**src/sv/sats_pkg.sv**
```systemverilog
`default_nettype none

package sats_pkg;

   // fixed field widths
   localparam int ADDR_W   = 32;
   localparam int TAG_W    = 32;
   localparam int SET_W    = 10;
   localparam int MAX_SETS = 1024;
   localparam int LRU_W    = 3;
   localparam int WAYO_W   = 3;
   localparam int CNT_W    = 5;
   localparam int SHIFT_W  = 6;

   // command codes
   localparam logic [2:0] CMD_LOOKUP = 3'd0;
   localparam logic [2:0] CMD_TOUCH  = 3'd1;
   localparam logic [2:0] CMD_VICTIM = 3'd2;
   localparam logic [2:0] CMD_FILL   = 3'd3;
   localparam logic [2:0] CMD_INVAL  = 3'd4;

   // register indexes
   localparam logic [1:0] CSR_LOG_BLOCK = 2'd0;
   localparam logic [1:0] CSR_LOG_CACHE = 2'd1;
   localparam logic [1:0] CSR_LOG_WAYS  = 2'd2;

   // register reset values
   localparam logic [3:0] LOG_BLOCK_RST = 4'd4;
   localparam logic [4:0] LOG_CACHE_RST = 5'd12;
   localparam logic [1:0] LOG_WAYS_RST  = 2'd2;

   typedef struct packed {
      logic [3:0]         log_block;
      logic [CNT_W-1:0]   ways;
      logic [SHIFT_W-1:0] tag_shift;
   } cfg_type;

   typedef struct packed {
      logic             valid;
      logic             dirty;
      logic [LRU_W-1:0] lru;
   } meta_type;

   typedef struct packed {
      logic              hit;
      logic [WAYO_W-1:0] way_out;
      logic [SET_W-1:0]  set_index;
      logic              line_dirty;
      logic              victim_valid;
      logic [ADDR_W-1:0] victim_address;
   } rsp_type;

   typedef struct packed {
      logic tag_we;
      logic meta_we;
   } wr_type;

endpackage

`default_nettype wire

```
**src/sv/sats_way_logic.sv**
```systemverilog
`default_nettype none

module sats_way_logic #(
   parameter int MAX_WAYS = 8,
   parameter int WAY_W    = 3
) (
   input  logic [2:0]                                 command,
   input  logic [2:0]                                 way,
   input  logic                                       dirty,
   input  logic [sats_pkg::TAG_W-1:0]                 tag,
   input  logic [sats_pkg::SET_W-1:0]                 set_index,
   input  sats_pkg::cfg_type                          cfg,
   input  logic [MAX_WAYS-1:0][sats_pkg::TAG_W-1:0]   tag_row,
   input  sats_pkg::meta_type [MAX_WAYS-1:0]          meta_row,
   output logic [MAX_WAYS-1:0][sats_pkg::TAG_W-1:0]   tag_row_new,
   output sats_pkg::meta_type [MAX_WAYS-1:0]          meta_row_new,
   output sats_pkg::wr_type                           wr,
   output sats_pkg::rsp_type                          rsp
);
   import sats_pkg::*;

   logic              way_ok;
   logic [WAY_W-1:0]  way_idx;
   logic              hit;
   logic [WAYO_W-1:0] hit_way;
   logic              hit_dirty;
   logic              inv_found;
   logic [WAYO_W-1:0] inv_way;
   logic              zero_found;
   logic [WAY_W-1:0]  zero_idx;
   logic [LRU_W-1:0]  old_lru;
   logic [CNT_W-1:0]  ways_m1;

   assign way_ok  = {{(CNT_W-3){1'b0}}, way} < cfg.ways;
   assign way_idx = WAY_W'(way);
   assign ways_m1 = cfg.ways - CNT_W'(1);
   assign old_lru = meta_row[way_idx].lru;

   // priority scans over the ways in use
   always_comb begin
      hit        = 1'b0;
      hit_way    = '0;
      hit_dirty  = 1'b0;
      inv_found  = 1'b0;
      inv_way    = '0;
      zero_found = 1'b0;
      zero_idx   = '0;
      for (int i = 0; i < MAX_WAYS; i++) begin
         if (CNT_W'(i) < cfg.ways) begin
            if (!hit && meta_row[i].valid && tag_row[i] == tag) begin
               hit       = 1'b1;
               hit_way   = WAYO_W'(i);
               hit_dirty = meta_row[i].dirty;
            end
            if (!inv_found && !meta_row[i].valid) begin
               inv_found = 1'b1;
               inv_way   = WAYO_W'(i);
            end
            if (!zero_found && meta_row[i].lru == '0) begin
               zero_found = 1'b1;
               zero_idx   = WAY_W'(i);
            end
         end
      end
   end

   // result
   always_comb begin
      rsp                = '0;
      rsp.set_index      = set_index;
      case (command)
         CMD_LOOKUP: begin
            rsp.hit        = hit;
            rsp.way_out    = hit_way;
            rsp.line_dirty = hit_dirty;
         end
         CMD_VICTIM: begin
            if (inv_found) begin
               rsp.way_out        = inv_way;
               rsp.victim_address = '1;
            end else begin
               rsp.way_out        = WAYO_W'(zero_idx);
               rsp.victim_valid   = 1'b1;
               rsp.line_dirty     = meta_row[zero_idx].dirty;
               rsp.victim_address = (tag_row[zero_idx] << cfg.tag_shift) |
                                    (ADDR_W'(set_index) << cfg.log_block);
            end
         end
         default: ;
      endcase
   end

   // updated rows and write enables
   always_comb begin
      tag_row_new  = tag_row;
      meta_row_new = meta_row;
      wr           = '0;
      if (way_ok) begin
         case (command)
            CMD_TOUCH: begin
               wr.meta_we = 1'b1;
               for (int i = 0; i < MAX_WAYS; i++) begin
                  if (CNT_W'(i) < cfg.ways) begin
                     if (WAY_W'(i) == way_idx) begin
                        meta_row_new[i].lru = ways_m1[LRU_W-1:0];
                     end else if (meta_row[i].lru > old_lru) begin
                        meta_row_new[i].lru = meta_row[i].lru - LRU_W'(1);
                     end
                  end
               end
            end
            CMD_FILL: begin
               wr.tag_we                  = 1'b1;
               wr.meta_we                 = 1'b1;
               tag_row_new[way_idx]        = tag;
               meta_row_new[way_idx].dirty = dirty;
               meta_row_new[way_idx].valid = 1'b1;
            end
            CMD_INVAL: begin
               wr.meta_we                  = 1'b1;
               meta_row_new[way_idx].valid = 1'b0;
            end
            default: ;
         endcase
      end
   end

endmodule

`default_nettype wire

```
**config.mk**
```make
export PLATFORM = sky130hd
export DESIGN_NAME = sats_way_logic
export DESIGN_NICKNAME = d
export VERILOG_FILES = /design/src/sv/sats_pkg.sv /design/src/sv/sats_way_logic.sv
export SDC_FILE = /design/constraint.sdc
export NUM_CORES = 1
export LEC_CHECK = 0
export BUFFER_PORTS_ARGS = -buffer_cell sky130_fd_sc_hd__buf_2
export CORE_AREA = 3 3 274 276
export DETAILED_ROUTE_END_ITERATION = 12
export DIE_AREA = 0 0 277 279
export GPL_TIMING_DRIVEN = 1
export MAX_ROUTING_LAYER = met4
export PLACE_DENSITY_LB_ADDON = 0.2
export SLEW_MARGIN = 20
export SYNTH_ARGS = -nofsm -noshare
export SYNTH_HDL_FRONTEND = slang
export SYNTH_SLANG_ARGS = --single-unit
```
**constraint.sdc**
```tcl
create_clock -name vclk -period 15.7
set_input_delay 3.14 -clock vclk [all_inputs]
set_output_delay 3.14 -clock vclk [all_outputs]
set_load 0.1 [all_outputs]
```
* Yosys cells after proc, flatten, opt, wreduce, memory -nomap -nowiden *
Index checks and enable logic that the tools add are counted.

storage, ports and cells
  register bits = 0
  output and inout bits = 346
  logic and storage cells = 293

operators by class
  add/subtract/negate cells = 9
  $lt $le $gt $ge = 20
  eq/ne operators = 19
  shift-type cells = 2
  muxes and demuxes = 173
  bitwise gates (word level) = 1
  reduce and logical (&&, ||, !) cells = 69

operators by type and width
  kind                                                                          count
  256-bit two-way mux                                                           2
  256-bit bitwise mux                                                           1
  32-bit == test                                                                8
  3-bit two-way mux                                                             62
  40-bit bitwise mux                                                            3
  32-bit binary-select mux with 3-bit select                                    1
  32-bit demux with 3-bit select                                                1
  32-bit two-way mux                                                            3
  3-bit one-hot mux with 3 select lines                                         8
  1-bit two-way mux                                                             71
  40-bit two-way mux                                                            1
  33-bit two-way mux                                                            1
  32-bit bitwise OR                                                             1
  2-bit one-hot mux with 2 select lines                                         8
  10-bit by 4-bit << shifter with 32-bit output                                 1
  32-bit by 6-bit << shifter with 32-bit output                                 1
  5-bit binary-select mux with 3-bit select                                     2
  5-bit demux with 3-bit select                                                 2
  1-bit logical AND                                                             30
  3-bit logical NOT                                                             10
  1-bit logical NOT                                                             28
  3-bit by 1-bit subtractor with 3-bit output (second input constant)           9
  3-bit greater-than comparator                                                 8
  3-bit by 5-bit less-than comparator with 1-bit output (first input constant)  4
  17 further kinds                                                              27

* Logic depth before layout (Yosys ltp) *
  word-level depth = 40
  depth in mapped cells = 15
  mapped depth without buffers = 12

* Least setup slack after synthesis *
No wires, ideal clock.

  kind = input port to output port
  start = input port cfg[8] in the netlist's numbering
  end = output port rsp[23] in the netlist's numbering
  data arrival time = 8,324 ps
  slack = 4,236 ps
  stages on the path = 12
  path buffers = 2
  cells stage by stage = buf_6 > or4_4 > o21ai_2 > nand2_4 > a21oi_4 > buf_6 > mux2_2 > a211o_1 > mux4_2 > or2_0 > o311a_1 > o32ai_1

RTL lines
  element          line                  source
  start, declared  sats_way_logic.sv:12  input sats_pkg::cfg_type cfg,
  end, declared    sats_way_logic.sv:18  output sats_pkg::rsp_type rsp

==> results.tsv <==
stage	metric	value	unit
layout	commonest non-fill, non-tap cell in the layout	buf_2	
layout	commonest cells after routing, fill and taps aside	706 x buf_2, 260 x mux2_2, 130 x nand2_1, 128 x xnor2_1, 126 x xor2_1	
die	die height	279	um
synthesis	synthesized area per cell	7.764	um^2
route	drt first-iter violations	1863	
timing	relative slew slack	0.3072	
global_route	GRT Util Overall	0.3044	
worst_setup_path	most used cell, CP	buf_2	
layout	Final Non-Filler Cells	3330	
layout	area grow syn2layout	29.98	%
global_route	initial antenna violation count	20	
route	Routed Antenna Nets	0	
timing	final hold violations	0	
global_route	vias in the first global route	18210	
global_route	largest net degree at the start of global routing	54	
worst_setup_path	Crit path arrival time	8.72	ns
layout	net total in the final layout	2769	
die	site row count	99	
synthesis	Syn Nets	2224	
worst_setup_path	CP peak stage delay	0.85	ns
timing	final critical-path share of the clock period	0.7556	
global_route	grt total ovfl	0	
layout	share of cells above drive strength 1	0.4624	
timing	RSZ-0062 raised after global routing	false	
route	Post-Route WL	122.2	mm
global_route	first-pass GRT wire length	161.9	mm
die	# IOs	706	
die	die area	0.07728	mm^2
worst_setup_path	critical-path cell list	buf_2 > a2111oi_2 > o22a_2 > nand3_2 > o21ai_2 > buf_4 > a221oi_1 > a211o_1 > o21ai_0 > mux4_2 > nor2_1 > o32ai_1 > buf_2	
worst_hold_path	Hold Path Class	input port to output pin	
worst_setup_path	CP Data Required Time	12.56	ns
power	P_int	279.7	uW
worst_setup_path	CP startpoint kind	input port	
die	die outline width	277	um
placed_design	Port Buffers	706	
clock_network	postcts setup bufs	0	
clock_network	hold buffer count at cts	0	
status	status	complete, no violations	
power	Sw Share	0.7549	
layout	FFs & Latches	0	
layout	Filler cells	8199	
route	routed len/inst	36.71	um
route	via count	18810	
flow_run	MaxCap Viol Count	0	
timing	f_max	84.29	MHz
worst_setup_path	critical path type	input port to output pin	
power	P per Cell Area	62.09	mW/mm^2
power	Psw	861.3	uW
die	Core Box Area	0.07283	mm^2
synthesis	register area share after synthesis	0	
synthesis	synth warn	0	
placed_design	Final HPWL DP	102.0	mm
synthesis	Gate Count Post-Synth	1821	
power	Seq pwr share	0	
timing	Final Max Slew Viols	0	
layout	Register Area	0	um^2
worst_setup_path	Worst path slowest cell	o21ai_2	
timing	final setup violation count	0	
worst_setup_path	Worst Setup End Kind	output pin	
power	clock power share	0	
route	First-pass DRT Iterations	8	
route	drt drc	0	
power	Max VDD drop	0.00004157	V
synthesis	synthesized area	0.01414	mm^2
layout	Clock Buffer Count	0	
placed_design	Inst Count DP	3323	
timing	worst slew pin tran	1.030	ns
synthesis	Yosys cell types	92	
timing	Min Clock Period, post-route	11.86	ns
route	via/cell ratio	5.648	
timing	Final TNS setup	0	ns
worst_setup_path	Crit Path Max Fanout	14	
placed_design	Final GP Congestion	1.064	
clock_network	post-cts sizing count	0	
power	part of the power in combinational logic	1.000	
die	Initial Util	0.1941	
power	Static Leak	7.895	nW
==> per-stage QoR <==
stage,setup WS [ns],utilization,hold slack (ns),area [um^2],power (mW)
final,3.837,0.2523,6.681,18380,1.141
after global routing,3.593,0.2523,6.685,18380,1.173
after CTS,4.017,0.2521,6.678,18360,1.125
after detailed placement,4.009,0.2521,6.678,18360,1.121
after global placement,4.104,0.2520,6.675,18350,1.121
after floorplan,4.236,-,6.492,14140,0.7720
==> cell type report <==
type               instances  area [um^2]  share of cell area
repair buffers           737         3766              0.2049
inverters                 58        217.7             0.01185
multi-input cells       1569        13180              0.7170
well taps                959         1200             0.06529
diodes                     7        17.52           0.0009532
==> synthesized netlist by cell type, drive strengths merged (6+ instances only) <==
library cell	instances	share of area
nor2	88	0.024
mux4	46	0.074
ha	43	0.038
a31oi	13	0.0062
nor3	23	0.0085
o32ai	9	0.0061
nand2	132	0.036
o211a	25	0.018
and3	20	0.0088
or4	7	0.0042
a311oi	6	0.0037
a21o	9	0.0048
nor4	40	0.019
mux2	260	0.21
buf	50	0.021
or2	7	0.0031
a22o	12	0.0074
o2111ai	8	0.0050
a211o	11	0.0068
xnor2	128	0.079
o221ai	11	0.0068
a21oi	49	0.018
o21ai	83	0.030
a221oi	24	0.016
xor2	127	0.079
nand4	40	0.018
a2111o	6	0.0048
a211oi	35	0.020
nand3	34	0.012
and2	20	0.0088
inv	55	0.015
o22ai	32	0.014
clkbuf	144	0.038
nand2b	13	0.0058
nor2b	7	0.0031
a22oi	13	0.0069
o211ai	40	0.022
mux2i	88	0.064
==> metal layers <==
metal	global-route usage	up-vias	share of wire
met1	0.4008	9524	0.43
met4	0.07678	0	0.034
met2	0.4981	1158	0.47
met5	-	-	0
met3	0.03261	150	0.067
li1	-	7976	-
==> power groups by stage <==
stage / Combinational, mW / Clock, mW / Sequential (mW)
2_1_floorplan: 0.772 / 0 / 0
3_3_place_gp: 1.12 / 0 / 0
3_5_place_dp: 1.12 / 0 / 0
4_1_cts: 1.13 / 0 / 0
5_1_grt: 1.17 / 0.0000000367 / 0
6_report: 1.14 / 0.0000000398 / 0
==> path summary, 6_finish.rpt <==
| check | startpoint | to | slack, ns | cells past startpoint |
|---|---|---|---|---|
| max | cfg[6] | rsp[17] | 3.84 | 13 |
| min | set_index[6] | rsp[40] | 6.68 | 2 |
==> kinds of logic after synthesis <==
logic type | share of synthesized area
AND/OR/NAND/NOR | 0.1612
AO/OA/AOI/OAI | 0.2219
multiplexers | 0.3452
XOR/XNOR | 0.1580
buffers and inverters | 0.07487
adder cells (fa/ha/maj) | 0.03876
==> worst max-delay path: cells and delay by family <==
family	cells	cell delay, ns
and+or+nand+nor	2	0.55
buffers and inverters	3	1.04
AOI/OAI and AO/OA	7	3.54
muxes	1	0.41
(Power assumes the default switching activity.)
