[config.mk]
export PLATFORM = sky130hd
export DESIGN_NAME = sats_cfg
export DESIGN_NICKNAME = d
export VERILOG_FILES = /design/src/sv/sats_pkg.sv /design/src/sv/sats_cfg.sv
export SDC_FILE = /design/constraint.sdc
export NUM_CORES = 1
export LEC_CHECK = 0
export BUFFER_PORTS_ARGS = -buffer_cell sky130_fd_sc_hd__buf_4
export CAP_MARGIN = 20
export CELL_PAD_IN_SITES_DETAIL_PLACEMENT = 0
export CELL_PAD_IN_SITES_GLOBAL_PLACEMENT = 1
export CORE_ASPECT_RATIO = 1.25
export CORE_MARGIN = 2
export CORE_UTILIZATION = 36
export CTS_CLUSTER_DIAMETER = 100
export DETAILED_ROUTE_END_ITERATION = 12
export PLACE_DENSITY = 0.87
export SLEW_MARGIN = 10
export SYNTH_ARGS = -nofsm -noshare
export SYNTH_HDL_FRONTEND = slang
export SYNTH_SLANG_ARGS = --single-unit
[constraint.sdc]
create_clock -name clock -period 5.79 [get_ports clock]
set_input_delay 0.2895 -clock clock [delete_from_list [all_inputs] [get_ports clock]]
set_output_delay 0.2895 -clock clock [all_outputs]
set_load 0.03 [all_outputs]
[src/sv/sats_pkg.sv]
`default_nettype none

package sats_pkg;

   // fixed field widths
   localparam int ADDR_W   = 32;
   localparam int TAG_W    = 32;
   localparam int SET_W    = 10;
   localparam int MAX_SETS = 1024;
   localparam int LRU_W    = 3;
   localparam int WAYO_W   = 3;
   localparam int CNT_W    = 5;
   localparam int SHIFT_W  = 6;

   // command codes
   localparam logic [2:0] CMD_LOOKUP = 3'd0;
   localparam logic [2:0] CMD_TOUCH  = 3'd1;
   localparam logic [2:0] CMD_VICTIM = 3'd2;
   localparam logic [2:0] CMD_FILL   = 3'd3;
   localparam logic [2:0] CMD_INVAL  = 3'd4;

   // register indexes
   localparam logic [1:0] CSR_LOG_BLOCK = 2'd0;
   localparam logic [1:0] CSR_LOG_CACHE = 2'd1;
   localparam logic [1:0] CSR_LOG_WAYS  = 2'd2;

   // register reset values
   localparam logic [3:0] LOG_BLOCK_RST = 4'd4;
   localparam logic [4:0] LOG_CACHE_RST = 5'd12;
   localparam logic [1:0] LOG_WAYS_RST  = 2'd2;

   typedef struct packed {
      logic [3:0]         log_block;
      logic [CNT_W-1:0]   ways;
      logic [SHIFT_W-1:0] tag_shift;
   } cfg_type;

   typedef struct packed {
      logic             valid;
      logic             dirty;
      logic [LRU_W-1:0] lru;
   } meta_type;

   typedef struct packed {
      logic              hit;
      logic [WAYO_W-1:0] way_out;
      logic [SET_W-1:0]  set_index;
      logic              line_dirty;
      logic              victim_valid;
      logic [ADDR_W-1:0] victim_address;
   } rsp_type;

   typedef struct packed {
      logic tag_we;
      logic meta_we;
   } wr_type;

endpackage

`default_nettype wire

[src/sv/sats_cfg.sv]
`default_nettype none

module sats_cfg #(
   parameter int MAX_WAYS = 8
) (
   input  logic                        clock,
   input  logic                        reset,
   input  logic                        csr_valid,
   output logic                        csr_ready,
   input  logic [1:0]                  csr_index,
   input  logic [7:0]                  csr_wdata,
   input  logic [sats_pkg::ADDR_W-1:0] address,
   output sats_pkg::cfg_type           cfg,
   output logic [sats_pkg::SET_W-1:0]  set_index,
   output logic [sats_pkg::TAG_W-1:0]  tag
);
   import sats_pkg::*;

   logic [3:0]         log_block_ff;
   logic [4:0]         log_cache_ff;
   logic [1:0]         log_ways_ff;
   logic [CNT_W-1:0]   ways_pow;
   logic [6:0]         set_diff;
   logic [4:0]         set_bits;
   logic [ADDR_W-1:0]  addr_shifted;
   logic [SET_W-1:0]   set_mask;

   assign csr_ready = 1'b1;

   // configuration registers
   always_ff @(posedge clock) begin
      if (reset) begin
         log_block_ff <= LOG_BLOCK_RST;
         log_cache_ff <= LOG_CACHE_RST;
         log_ways_ff  <= LOG_WAYS_RST;
      end else if (csr_valid && csr_ready) begin
         unique case (csr_index)
            CSR_LOG_BLOCK: log_block_ff <= csr_wdata[3:0];
            CSR_LOG_CACHE: log_cache_ff <= csr_wdata[4:0];
            CSR_LOG_WAYS:  log_ways_ff  <= csr_wdata[1:0];
            default: ;
         endcase
      end
   end

   // derived geometry
   always_comb begin
      ways_pow = CNT_W'(1) << log_ways_ff;
      cfg.ways = (ways_pow > CNT_W'(MAX_WAYS)) ? CNT_W'(MAX_WAYS) : ways_pow;
      set_diff = {2'b00, log_cache_ff} - {3'b000, log_block_ff} - {5'b00000, log_ways_ff};
      set_bits = set_diff[6] ? 5'd0 : set_diff[4:0];
      cfg.log_block = log_block_ff;
      cfg.tag_shift = {2'b00, log_block_ff} + {1'b0, set_bits};
   end

   // set and tag split of the address
   always_comb begin
      addr_shifted = address >> log_block_ff;
      set_mask     = ~({SET_W{1'b1}} << set_bits);
      set_index    = addr_shifted[SET_W-1:0] & set_mask;
      tag          = address >> cfg.tag_shift;
   end

endmodule

`default_nettype wire

* Word level (Yosys, flattened, before mapping)
Index checks and enable logic that the tools add are counted.
** Storage, ports and cells
- Bits in registers :: 11
- Input port bits :: 45
- Output and inout port bits :: 58
- Word-level logic and storage cells :: 21
** Cells by class
- Add/subtract/negate cells :: 3
- Magnitude comparators :: 1
- Eq/ne operators :: 2
- Shifts and indexed selects :: 4
- Multiplexer cells :: 2
- Bitwise operators :: 2
- Reduce and logical (&&, ||, !) cells :: 4
** Operator list (number)
- $shr 32x4->10 :: 1
- $shr 32x6->32 :: 1
- $and 10x10->10 :: 1
- $mux 5 :: 2
- $not 10->10 :: 1
- $shl 10x5->10 const A :: 1
- $sub 6x3->7 :: 1
- $add 4x5->6 :: 1
- $reduce_and 2->1 :: 3
- $sub 5x4->6 :: 1
- $gt 5x4->1 const B :: 1
- $shl 1x2->5 const A :: 1
- $eq 2x1->1 const B :: 1
- $eq 2x2->1 const B :: 1
- $logic_not 2->1 :: 1

* Logic depth before layout (Yosys ltp)
- Depth after elaboration :: 6
- Mapped depth :: 24

* Worst setup path after synthesis
Ideal clock, no wire load.
- Kind :: reg2out
- Start :: register log_block_ff[1]
- End :: output port tag[5] in the netlist's numbering
- Arrival :: 6208 ps
- Required time :: 5501 ps
- Path slack :: -708 ps
- Cell stages (with the launch flop) :: 19
- Cell sequence :: dfxtp_1 > clkbuf_1 > clkbuf_1 > inv_1 > fa_1 > fa_1 > nor2_1 > o21ai_4 > nand2_1 > nor2_1 > ha_1 > inv_1 > fa_1 > inv_1 > buf_1 > clkbuf_1 > buf_1 > mux2_2 > a221o_1
** RTL lines
- from (decl) :: line sats_cfg.sv:19 : logic [3:0] log_block_ff;
- from (signal assigned) :: line sats_cfg.sv:38 : CSR_LOG_BLOCK: log_block_ff <= csr_wdata[3:0];
- to (decl) :: line sats_cfg.sv:15 : output logic [sats_pkg::TAG_W-1:0] tag

* Worst setup path in the final report
- Start :: register log_cache_ff[0]
- End :: output port tag[2] in the netlist's numbering
** On the way
- Longest elaborated chain between the ends :: 5
** RTL lines
- from (decl) :: line sats_cfg.sv:20 : logic [4:0] log_cache_ff;
- from (signal assigned) :: line sats_cfg.sv:39 : CSR_LOG_CACHE: log_cache_ff <= csr_wdata[4:0];
- $sub 5x4->6 :: line sats_cfg.sv:50 : set_diff = {2'b00, log_cache_ff} - {3'b000, log_block_ff} - {5'b00000, log_ways_ff};
- $sub 6x3->7 :: line sats_cfg.sv:50
- $mux 5 :: line sats_cfg.sv:51 : set_bits = set_diff[6] ? 5'd0 : set_diff[4:0];
- $add 4x5->6 :: line sats_cfg.sv:53 : cfg.tag_shift = {2'b00, log_block_ff} + {1'b0, set_bits};
- $shr 32x6->32 :: line sats_cfg.sv:61 : tag = address >> cfg.tag_shift;
Every way passes these cells.

==> summary.md <==
| Metric | Value |
|---|---|
| Sequential share of power | `3.5%` |
| Die width | `98.0 µm` |
| MaxCap Viol Count | `0` |
| Initial antenna violation count | `0` |
| Total GRT Usage | `22.8%` |
| Netlist cell types | `74` |
| Largest net degree at the start of global routing | `35` |
| Post-synth net total | `552` |
| CTS tree | `built` |
| Logic gate share of total power | `91.1%` |
| Slew at the pin with the worst max-slew slack | `0.776 ns` |
| Warning count from the yosys run | `0` |
| Initial Utilization | `37.2%` |
| Worst Path Required | `5.50 ns` |
| Number of global-route vias before repair | `4154` |
| Maximum net fanout on the critical path | `25` |
| Power per cell area | `470 nW/µm²` |
| Max stage delay on crit path | `0.55 ns` |
| Syn Area/Cell | `8.03 µm²` |
| Yosys top cell area share | `16.4%` |
| P&R area growth vs syn | `24.2%` |
| Critical-path cell list | `inv_1, ha_1, inv_1, fa_1, a21oi_1, nand2b_1, o31ai_1, o21ai_4, nand2_1, nor2_1, ha_1, inv_1, fa_1, clkinvlp_4, buf_12, mux4_2, or3_1, o221a_2, a221o_1, buf_4` |
| Worst path most repeated cell | `inv_1` |
| Startpoint Class | `flop` |
| Buf/Inv on CP | `6` |
| # setup viols final | `0` |
| Worst Path Class, Setup | `reg -> out` |
| Layout cell share with drive strength beyond 1 | `33.6%` |
| Pleak | `2.10 nW` |
| Ys async rst share | `0%` |
| Predominant post-synthesis flop cell | `dfxtp_1` |
| Max Slew Vio Count | `0` |
| Post-synth EDFFs | `0` |
| First-pass DRT Iterations | `5` |
| Setup TNS | `0 ns` |
| Die area | `11900 µm²` |
| Die Ht | `121 µm` |
| Area of the core | `10700 µm²` |
| Cts bufs inserted | `3` |
| Drt first-iter violations | `276` |
| Sequential fraction of the synthesis area | `5.54%` |
| Avg WL per Cell | `19.6 µm` |
| PnR Total Power | `2.32 mW` |
| Switching Fraction | `57.2%` |
| Crit. End Element | `output port` |
| Layout Nets | `629` |
| First-pass GRT wire length | `22.3 mm` |
| Internal power | `0.992 mW` |
| # diodes | `0` |
| Buffer levels on the longest clock path | `2` |
| Worst vdd ir | `0.000277 V` |
| Clk pwr share | `5.4%` |
| Gp weighted congestion | `0.930` |
| Rows | `42` |
| Final hold vios | `0` |
| Detailed Route WL | `13.8 mm` |
| Clock latency on the worst-skew pair | `0.23 ns` |
| Synthesized flop and latch total | `11` |
| Clk pin slew, worst setup/hold paths | `0.04 ns` |
| DR vias | `4329` |
| GRT Residual Overflow | `0` |
| Achievable Freq | `182 MHz` |
| Cell family with most CP delay | `adder cells` |
| Unrepaired setup endpoints after global routing | `no` |
| Final worst path period share | `94.9%` |
| Top cells by area, synth | `mux4_2, mux2i_1, dfxtp_1` |
| DRC | `0` |
| Post-Syn Area | `3970 µm²` |
| Commonest non-fill, non-tap cell in the layout | `buf_4` |
| CTS Root Cell | `clkbuf_16` |
| Vias per std cell | `6.16` |
| Clock skew | `0 ns` |
| Clock sink count | `11` |
| Commonest cells after routing, fill and taps aside | `buf_4, mux2i_1, nand2_1` |
| Crit-path slowest cell | `fa_1` |
| Tmin final | `5.49 ns` |
| Slew HR | `48.2%` |
| Type of the tightest min-delay check | `in -> reg` |
| IO Port Bufs | `97` |
| Synth area leader | `mux4_2` |
| Status | `completed` |
| Detail Route Antenna Nets | `0` |
| Syn Inst Count | `495` |
| Arr. time, crit path | `5.20 ns` |
| I/O pins | `103` |
| Switch Pwr | `1.32 mW` |
| Post-DP HPWL | `10.9 mm` |
| H-Tree Depth | `1` |
| Hold WS | `0.276 ns` |
==> layout make-up <==
type,count,area [µm²]
tap,132,165
inverter,21,91.3
sequential,11,220
multi-input combinational,423,3520
timing repair buffer,112,857
fill,1076,5740
clock buffer,4,78.8
==> worst reg2reg max path: stages, from the launching register on <==
cell and delay [ns]:
dfxtp_1 0.33, buf_4 0.30, clkinv_1 0.52, nor2_1 0.25, a21oi_1 0.06, nor2_1 0.12
==> synth_stat cells (3+ instances only) <==
| cell | n |
|---|---|
| nand4_1 | 4 |
| fa_1 | 3 |
| o21ai_0 | 16 |
| and2_1 | 9 |
| clkbuf_1 | 16 |
| nand2b_1 | 6 |
| a221o_1 | 6 |
| buf_6 | 3 |
| mux2_2 | 13 |
| inv_1 | 16 |
| o221ai_1 | 4 |
| o31ai_1 | 3 |
| nor2_1 | 46 |
| and3_1 | 10 |
| buf_2 | 11 |
| dfxtp_1 | 11 |
| o211ai_1 | 4 |
| o22ai_1 | 5 |
| ha_1 | 9 |
| nand3b_1 | 3 |
| a211o_1 | 5 |
| buf_1 | 6 |
| a31oi_1 | 3 |
| a21boi_0 | 3 |
| nand2_1 | 47 |
| a211oi_1 | 12 |
| mux2i_1 | 55 |
| or2_2 | 8 |
| buf_4 | 3 |
| nand3_1 | 15 |
| a311o_1 | 5 |
| mux4_2 | 29 |
| xnor2_1 | 3 |
| a21oi_1 | 26 |
| nor3_1 | 17 |
| nor2b_1 | 12 |
==> registers in the layout, indices dropped and copies added (netlist names) <==
signal,cells
log_block_ff,4
log_ways_ff,2
log_cache_ff,5
==> path summary, 6_finish.rpt <==
kind / from / to / slack (ns) / depth (start not counted)
max: log_cache_ff[0]$_SDFFE_PP0P_ / tag[2] / 0.30 / 20
min: csr_wdata[2] / log_block_ff[2]$_SDFFE_PP1P_ / 0.28 / 2
max reg2reg: log_block_ff[0]$_SDFFE_PP0P_ / log_block_ff[0]$_SDFFE_PP0P_ / 4.15 / 5
min reg2reg: log_cache_ff[2]$_SDFFE_PP1P_ / log_cache_ff[2]$_SDFFE_PP1P_ / 0.47 / 1
==> metal layers <==
metal | track usage (%) | vias up | share of wire (%)
li1 | - | 2041 | -
met1 | 29.1 | 2017 | 41
met2 | 38.6 | 229 | 47
met3 | 3.34 | 42 | 8.4
met4 | 9.29 | 0 | 4.1
met5 | 0 | - | 0
==> stage by stage <==
step           setup WS (ns)  instance area [µm²]  util, %  instances
2_1_floorplan         0.0700                 4000        -        495
3_5_place_dp           0.165                 4780     44.9        697
4_1_cts               0.0780                 4880     45.8        703
3_3_place_gp           0.215                 4780     44.9        697
5_1_grt              0.00517                 4930     46.2        703
6_report               0.296                 4930     46.2        703
==> logic make-up after synthesis <==
kind of cell	count (synthesis)	synth area share, %
adders and majority gates	13	4.60
xor gates and xnor gates	6	1.80
DFF	11	5.54
other	2	0.189
and+or+nand+nor	187	23.1
muxes	98	34.6
buffers and inverters	61	7.28
AOI/OAI and AO/OA	117	22.9
==> timing repair <==
action / CTS / global route
hold endpoints to repair: 0 / 0
setup buffers: 2 / 0
hold buffers: 0 / 0
pin swaps: 1 / 0
endpoints found under the setup margin: 11 / 27
gates resized for setup: 1 / 14
==> power groups by stage <==
stage	Combinational (mW)	Clock (mW)	Sequential, mW
after detailed placement	2.04	0	0.0829
after global placement	2.04	0	0.0828
after floorplan	1.45	0	0.0842
final	2.11	0.124	0.0817
after global routing	2.24	0.129	0.0821
after CTS	2.07	0.126	0.0817
(Power assumes the default switching activity.)
